<file path="src/hw/rtl/b64le_pkg.sv">
// Shared types, character codes and the base64 alphabet for the line-wrapped encoder.
package b64le_pkg;

    // ASCII codes used around the symbols
    localparam logic [7:0] CH_CR  = 8'd13;
    localparam logic [7:0] CH_LF  = 8'd10;
    localparam logic [7:0] CH_PAD = 8'd61;

    // Job queue geometry
    localparam int QDEPTH = 4;
    localparam int QPTR_W = 2;
    localparam int QCNT_W = 3;

    // One job: four characters, then an optional line-wrap CR LF, then an optional final CR LF
    typedef struct packed {
        logic [3:0][7:0] chars;
        logic            wrap;
        logic            fin;
    } job_t;

    // Map a 6-bit value to its base64 alphabet character
    function automatic logic [7:0] b64_char(input logic [5:0] v);
        logic [7:0] ch;
        if (v < 6'd26)
        begin
            ch = 8'd65 + {2'b00, v};
        end
        else if (v < 6'd52)
        begin
            ch = 8'd71 + {2'b00, v};
        end
        else if (v < 6'd62)
        begin
            ch = {2'b00, v} - 8'd4;
        end
        else if (v == 6'd62)
        begin
            ch = 8'd43;
        end
        else
        begin
            ch = 8'd47;
        end
        return ch;
    endfunction

endpackage

</file>
<file path="src/hw/rtl/b64le_front.sv">
// Front end: gathers bytes into groups of three and builds character jobs.
module b64le_front
    import b64le_pkg::*;
#(
    parameter int GROUPS_PER_LINE = 19
)
(
    input  logic       clk,
    input  logic       rst_n,
    input  logic       push,
    input  logic [7:0] data_byte,
    input  logic       last_byte,
    input  logic       q_full,
    output logic       job_push,
    output job_t       job
);

    localparam int GW = $clog2(GROUPS_PER_LINE + 1);
    localparam logic [GW-1:0] GLIMIT = GW'(GROUPS_PER_LINE);

    localparam logic [1:0] PH_NONE = 2'd0;
    localparam logic [1:0] PH_ONE  = 2'd1;
    localparam logic [1:0] PH_TWO  = 2'd2;

    logic [15:0]   held_reg, held_next;
    logic [1:0]    phase_reg, phase_next;
    logic [GW-1:0] groups_reg, groups_next;
    logic [GW-1:0] group_inc;
    logic [7:0]    b0, b1;
    logic          accept;
    logic          wrap;

    assign accept    = push && !q_full;
    assign b0        = held_reg[15:8];
    assign b1        = held_reg[7:0];
    assign group_inc = groups_reg + 1'b1;
    assign wrap      = (group_inc >= GLIMIT);

    // Classify the byte and form a job when a group or the body ends
    always_comb
    begin
        held_next   = held_reg;
        phase_next  = phase_reg;
        groups_next = groups_reg;
        job_push    = 1'b0;
        job.chars   = '0;
        job.wrap    = 1'b0;
        job.fin     = last_byte;
        case (phase_reg)
            PH_NONE:
            begin
                if (last_byte)
                begin
                    job_push     = accept;
                    job.chars[0] = b64_char(data_byte[7:2]);
                    job.chars[1] = b64_char({data_byte[1:0], 4'b0000});
                    job.chars[2] = CH_PAD;
                    job.chars[3] = CH_PAD;
                    held_next    = '0;
                    groups_next  = '0;
                end
                else
                begin
                    held_next  = {data_byte, 8'h00};
                    phase_next = PH_ONE;
                end
            end
            PH_ONE:
            begin
                if (last_byte)
                begin
                    job_push     = accept;
                    job.chars[0] = b64_char(b0[7:2]);
                    job.chars[1] = b64_char({b0[1:0], data_byte[7:4]});
                    job.chars[2] = b64_char({data_byte[3:0], 2'b00});
                    job.chars[3] = CH_PAD;
                    held_next    = '0;
                    phase_next   = PH_NONE;
                    groups_next  = '0;
                end
                else
                begin
                    held_next  = {b0, data_byte};
                    phase_next = PH_TWO;
                end
            end
            default:
            begin
                job_push     = accept;
                job.chars[0] = b64_char(b0[7:2]);
                job.chars[1] = b64_char({b0[1:0], b1[7:4]});
                job.chars[2] = b64_char({b1[3:0], data_byte[7:6]});
                job.chars[3] = b64_char(data_byte[5:0]);
                job.wrap     = wrap;
                held_next    = '0;
                phase_next   = PH_NONE;
                groups_next  = (wrap || last_byte) ? '0 : group_inc;
            end
        endcase
    end

    // Advance group state on each accepted item
    always_ff @(posedge clk or negedge rst_n)
    begin
        if (!rst_n)
        begin
            held_reg   <= '0;
            phase_reg  <= PH_NONE;
            groups_reg <= '0;
        end
        else if (accept)
        begin
            held_reg   <= held_next;
            phase_reg  <= phase_next;
            groups_reg <= groups_next;
        end
    end

endmodule

</file>
<file path="src/hw/rtl/b64le_queue.sv">
// Short job queue between the front end and the character serializer.
module b64le_queue
    import b64le_pkg::*;
(
    input  logic clk,
    input  logic rst_n,
    input  logic wr_en,
    input  job_t wr_job,
    output logic q_full,
    input  logic rd_en,
    output logic q_empty,
    output job_t head
);

    job_t              mem [QDEPTH];
    logic [QPTR_W-1:0] wr_ptr_reg;
    logic [QPTR_W-1:0] rd_ptr_reg;
    logic [QCNT_W-1:0] count_reg;
    logic              do_wr;
    logic              do_rd;

    assign q_full  = (count_reg == QCNT_W'(QDEPTH));
    assign q_empty = (count_reg == '0);
    assign do_wr   = wr_en && !q_full;
    assign do_rd   = rd_en && !q_empty;
    assign head    = mem[rd_ptr_reg];

    // Store incoming jobs
    always_ff @(posedge clk)
    begin
        if (do_wr)
        begin
            mem[wr_ptr_reg] <= wr_job;
        end
    end

    // Advance pointers and occupancy
    always_ff @(posedge clk or negedge rst_n)
    begin
        if (!rst_n)
        begin
            wr_ptr_reg <= '0;
            rd_ptr_reg <= '0;
            count_reg  <= '0;
        end
        else
        begin
            if (do_wr)
            begin
                wr_ptr_reg <= wr_ptr_reg + 1'b1;
            end
            if (do_rd)
            begin
                rd_ptr_reg <= rd_ptr_reg + 1'b1;
            end
            if (do_wr && !do_rd)
            begin
                count_reg <= count_reg + 1'b1;
            end
            else if (do_rd && !do_wr)
            begin
                count_reg <= count_reg - 1'b1;
            end
        end
    end

endmodule

</file>
<file path="src/hw/rtl/b64le_back.sv">
// Back end: walks each job into the output register, one character per cycle while the register is free or popped.
module b64le_back
    import b64le_pkg::*;
(
    input  logic       clk,
    input  logic       rst_n,
    input  logic       q_empty,
    input  job_t       head,
    output logic       q_pop,
    output logic       empty,
    input  logic       pop,
    output logic [7:0] out_char,
    output logic       out_last
);

    localparam logic [2:0] ST_C0  = 3'd0;
    localparam logic [2:0] ST_C1  = 3'd1;
    localparam logic [2:0] ST_C2  = 3'd2;
    localparam logic [2:0] ST_C3  = 3'd3;
    localparam logic [2:0] ST_CR1 = 3'd4;
    localparam logic [2:0] ST_LF1 = 3'd5;
    localparam logic [2:0] ST_CR2 = 3'd6;
    localparam logic [2:0] ST_LF2 = 3'd7;

    logic [2:0] step_reg, step_next;
    logic       valid_reg;
    logic [7:0] char_reg;
    logic       last_reg;
    logic [7:0] cur_char;
    logic       cur_last;
    logic       advance;
    logic       done;

    assign advance  = !q_empty && (!valid_reg || pop);
    assign q_pop    = advance && done;
    assign empty    = !valid_reg;
    assign out_char = char_reg;
    assign out_last = last_reg;

    // Select the character for this step and the step that follows
    always_comb
    begin
        cur_char  = head.chars[step_reg[1:0]];
        cur_last  = 1'b0;
        done      = 1'b0;
        step_next = step_reg + 1'b1;
        case (step_reg)
            ST_C0, ST_C1, ST_C2:
            begin
                step_next = step_reg + 1'b1;
            end
            ST_C3:
            begin
                if (head.wrap)
                begin
                    step_next = ST_CR1;
                end
                else if (head.fin)
                begin
                    step_next = ST_CR2;
                end
                else
                begin
                    step_next = ST_C0;
                    done      = 1'b1;
                end
            end
            ST_CR1:
            begin
                cur_char  = CH_CR;
                step_next = ST_LF1;
            end
            ST_LF1:
            begin
                cur_char = CH_LF;
                if (head.fin)
                begin
                    step_next = ST_CR2;
                end
                else
                begin
                    step_next = ST_C0;
                    done      = 1'b1;
                end
            end
            ST_CR2:
            begin
                cur_char  = CH_CR;
                step_next = ST_LF2;
            end
            ST_LF2:
            begin
                cur_char  = CH_LF;
                cur_last  = 1'b1;
                step_next = ST_C0;
                done      = 1'b1;
            end
            default:
            begin
                step_next = ST_C0;
                done      = 1'b1;
            end
        endcase
    end

    // Advance the step and track output occupancy
    always_ff @(posedge clk or negedge rst_n)
    begin
        if (!rst_n)
        begin
            step_reg  <= ST_C0;
            valid_reg <= 1'b0;
        end
        else
        begin
            if (advance)
            begin
                step_reg  <= step_next;
                valid_reg <= 1'b1;
            end
            else if (pop)
            begin
                valid_reg <= 1'b0;
            end
        end
    end

    // Load the output character
    always_ff @(posedge clk)
    begin
        if (advance)
        begin
            char_reg <= cur_char;
            last_reg <= cur_last;
        end
    end

endmodule

</file>
<file path="src/hw/rtl/base64_line_wrapped_encoder.sv">
// Top level of the streaming base64 encoder with MIME line wrapping.
// Bytes enter one per cycle while the job queue has room; every third byte, or
// the byte marked last, becomes a job of four characters plus optional CR LF pairs.
// Characters leave one per cycle while pop is held; the output serializer emits
// four characters per three-byte group, six when the group ends a line, and up to
// eight for the final group of a body.
// The byte that completes a group is written as a job into the queue, and its first
// character is then loaded into the output register once the serializer reaches it.
// A body always ends in CR LF, with out_last high on that final LF.
module base64_line_wrapped_encoder
    import b64le_pkg::*;
#(
    parameter int GROUPS_PER_LINE = 19
)
(
    input  logic       clk,
    input  logic       rst_n,
    input  logic       push,
    output logic       full,
    input  logic [7:0] data_byte,
    input  logic       last_byte,
    output logic       empty,
    input  logic       pop,
    output logic [7:0] out_char,
    output logic       out_last
);

    logic job_push;
    job_t job;
    logic q_empty;
    logic q_pop;
    job_t head;

    // Gather bytes into jobs
    b64le_front #(
        .GROUPS_PER_LINE(GROUPS_PER_LINE)
    ) u_front (
        .clk      (clk),
        .rst_n    (rst_n),
        .push     (push),
        .data_byte(data_byte),
        .last_byte(last_byte),
        .q_full   (full),
        .job_push (job_push),
        .job      (job)
    );

    // Buffer jobs between the two sides
    b64le_queue u_queue (
        .clk    (clk),
        .rst_n  (rst_n),
        .wr_en  (job_push),
        .wr_job (job),
        .q_full (full),
        .rd_en  (q_pop),
        .q_empty(q_empty),
        .head   (head)
    );

    // Serialize characters
    b64le_back u_back (
        .clk     (clk),
        .rst_n   (rst_n),
        .q_empty (q_empty),
        .head    (head),
        .q_pop   (q_pop),
        .empty   (empty),
        .pop     (pop),
        .out_char(out_char),
        .out_last(out_last)
    );

endmodule

</file>
<file path="config.mk">
export PLATFORM = sky130hd
export DESIGN_NAME = base64_line_wrapped_encoder
export DESIGN_NICKNAME = d
export VERILOG_FILES = /design/src/hw/rtl/b64le_pkg.sv /design/src/hw/rtl/b64le_front.sv /design/src/hw/rtl/b64le_queue.sv /design/src/hw/rtl/b64le_back.sv /design/src/hw/rtl/base64_line_wrapped_encoder.sv
export SDC_FILE = /design/constraint.sdc
export NUM_CORES = 1
export LEC_CHECK = 0
export BUFFER_PORTS_ARGS = -buffer_cell sky130_fd_sc_hd__buf_4
export CAP_MARGIN = 20
export CORE_ASPECT_RATIO = 1.4
export CORE_MARGIN = 1
export CORE_UTILIZATION = 54
export DETAILED_ROUTE_END_ITERATION = 12
export PLACE_DENSITY = 0.69
export SLEW_MARGIN = 20
export SYNTH_ARGS = -nofsm -noshare
export SYNTH_HDL_FRONTEND = slang
export SYNTH_SLANG_ARGS = --single-unit
</file>
<file path="constraint.sdc">
create_clock -name clk -period 8.6 [get_ports clk]
set_input_delay 2.15 -clock clk [delete_from_list [all_inputs] [get_ports clk]]
set_output_delay 2.15 -clock clk [all_outputs]
set_load 0.03 [all_outputs]
</file>
==> results.md <==
* Largest area contributor in the netlist: edfxtp_1
* Fmax achieved at 0.2379 GHz
* Core area at 18000 µm²
* Clk buf depth at 2
* Top-count cell post-synth: edfxtp_1
* Min-delay worst type: reg -> reg
* Setup Skew at 12.77 ps
* Power per cell area at 307.6 nW/µm²
* Iter 0 DRT Violations at 702
* Hold path endpoint: u_queue.count_reg[2]$_DFFE_PN0P_
* Worst hold stages at 1
* Worst slew pin tran at 994.6 ps
* Total global-route track usage at 0.2800
* CP Capture Type: flip-flop
* RSZ-0062 raised after global routing: false
* Synth warn at 0
* Max reg flops at around 140
* Hold Violations, Final at 0
* Die W at 116.7 µm
* Worst R2R End: u_queue.count_reg[1]$_DFFE_PN0P_
* Post-synth EDFFs at 145
* Combinational power share at 0.382
* Post-CTS setup buffers at 0
* Setup crit start kind: input pin
* Avg Cell Area, Syn at 11.68 µm²
* Yosys reg bits at 179
* Final wirelength at 24.93 mm
* Die Height at 162.6 µm
* ANT cells at 0
* Synth cell types at 70
* Ys flop type: edfxtp_1
* Global-route wire length before repair at 38.95 mm
* Root buffer cell: clkbuf_16
* R2R depth at 7
* Max Slew Vio Count at 0
* Register share of total power at 0.395
* Fin nets at 914
* Worst Hold Launch: u_queue.count_reg[2]$_DFFE_PN0P_
* Vias at between 7000 and 8000
* Clock Sinks at about 180
* Switching share of power at 0.3747
* Synthesis-to-finish area growth at 9.202%
* WHS at 517.9 ps
* Vias per cell at 6.408
* Fill count at 1496
* Post-synthesis sequential area ratio at 0.5229
* Post-route ant nets at 0
* Status: finished clean
* Initial core utilization at 0.5530
* Area contributors post-synth: edfxtp_1 44%, dfrtp_1 8.5%, ha_1 5.5%, mux4_2 5.2%, nand2_1 3.9%
* FP Rows at 58
* Layout cells sized above 1 at 0.1162
* CTS tree: done
* PortBufs at 23
* Net load switching power at 1253 µW
* Final Cycle Share at 0.4888
* Largest net degree at the start of global routing at 38
* Critical Path RT at 8750 ps
* Placed wire-length estimate at 17.64 mm
* Htree depth at 4
* LEAKAGE at 0.004012 µW
* Initial antenna violation count at 0
* Syn Nets at 910
* DR DRC count at 0
* Max-cap viol count at 0
* Post-synth design cell area at 9953 µm²
* Peak VDD IR at around 140 µV
* Share of the synthesized area in the top cell type at 0.4375
* IO Pins at 24
* Drt wl/cell at 22.48 µm
* Minimum clock period at 4204 ps
* Final setup fails at 0
* GPL Wtd Cong at ~0.98
* Final Core Density at 0.6039
* Design internal power at ~2100 µW
* Setup CP Type: in -> reg
* Hold Buf Count CTS at 0
* Ys async rst share at 0.1899
* Setup Total Neg Slack at 0 ps
* Clock network power share at 0.223
* Total grt overflow at 0
* Cts repair resizes at 0
* CTS Buf Count at 17
* Max transition margin at 0.3369
* Initial DRT Pass Iterations at 5
* Die footprint at about 19000 µm²
* Worst-path maximum fanout at 15
* Reg2reg start: u_queue.count_reg[0]$_DFFE_PN0P_
* CTS clk-pin slew, worst paths at roughly 70 ps
* Cells after Synth at 852
* Clk_lat worst skew at 430 ps
* Worst EP arrival at 4350 ps
* R2R setup slack at 5310 ps
* Vias in the first global route at 6971
* Commonest cells post-synth: 145 x edfxtp_1, 103 x nand2_1, 49 x o21ai_0
## power by group through the flow
stage	logic (µW)	registers [µW]	clock network (µW)
after floorplan	916	1320	0
final	1280	1320	745
after global placement	1240	1330	0
after detailed placement	1280	1340	0
after CTS	1280	1320	759
after global routing	1400	1340	794
## kinds of logic after synthesis
group | after synthesis | share of synthesized area
AND/OR/NAND/NOR | 251 | 0.1174
XOR/XNOR | 28 | 0.02464
flip-flops | 179 | 0.5229
AO/OA/AOI/OAI | 208 | 0.1382
adder cells (fa/ha/maj) | 45 | 0.05732
buffers and inverters | 88 | 0.03683
multiplexers | 53 | 0.1027
## worst max-delay path, stage by stage
cell,delay [ps]
buf_4,210
inv_1,190
ha_1,290
a21o_1,210
a21oi_1,600
nor4_1,140
o32ai_1,550
## final cells by class
| class | count | area, µm² | area share |
|---|---|---|---|
| Sequential cell | 179 | 5206 | 0.4790 |
| Multi-Input combinational cell | 585 | 4382 | 0.4031 |
| Clock buffer | 20 | 467.9 | 0.04305 |
| Tap cell | 240 | 300.3 | 0.02763 |
| Timing Repair Buffer | 33 | 247.7 | 0.02279 |
| Inverter | 40 | 150.1 | 0.01381 |
| Clock inverter | 12 | 115.1 | 0.01059 |
## layer usage
metal,routed length [µm],track usage,up-vias
met1,10030,0.3442,3542
met3,1202,0.04168,42
met5,0,0,-
met2,12920,0.4825,288
met4,779,0.1272,0
li1,-,-,3234
## layout by cell type, fill, tap and decap left out, drive strengths merged, types with 13 or more instances in the layout
master,Yosys,routed
edfxtp,145,145
a211oi,16,16
buf,13,33
a21oi,47,47
nor2,43,43
inv,40,46
o21ai,49,49
mux4,35,35
nand3,23,23
dfrtp,34,34
ha,44,44
xnor2,21,21
nor3,18,18
clkbuf,35,20
o31ai,13,13
nand2,103,103
## stage by stage
step,instances,setup slack [ps],total power (µW),instance area [µm²]
2_1_floorplan,852,4160,2233,9953
3_3_place_gp,1077,3980,2568,10290
3_5_place_dp,1077,3981,2616,10290
4_1_cts,1109,4447,3363,10870
5_1_grt,1109,4276,3534,10870
6_report,1109,4396,3343,10870
## how the worst max path moves through the flow
stage | from | to
after detailed placement | push | u_queue.count_reg[2]$_DFFE_PN0P_
after global placement | data_byte[4] | u_queue.mem[3][31]$_DFFE_PP_
after floorplan | pop | u_queue.count_reg[1]$_DFFE_PN0P_
after global routing | push | u_queue.count_reg[2]$_DFFE_PN0P_
after CTS | push | u_queue.count_reg[2]$_DFFE_PN0P_
final | data_byte[4] | u_queue.mem[3][2]$_DFFE_PP_
(Power assumes the default switching activity.)
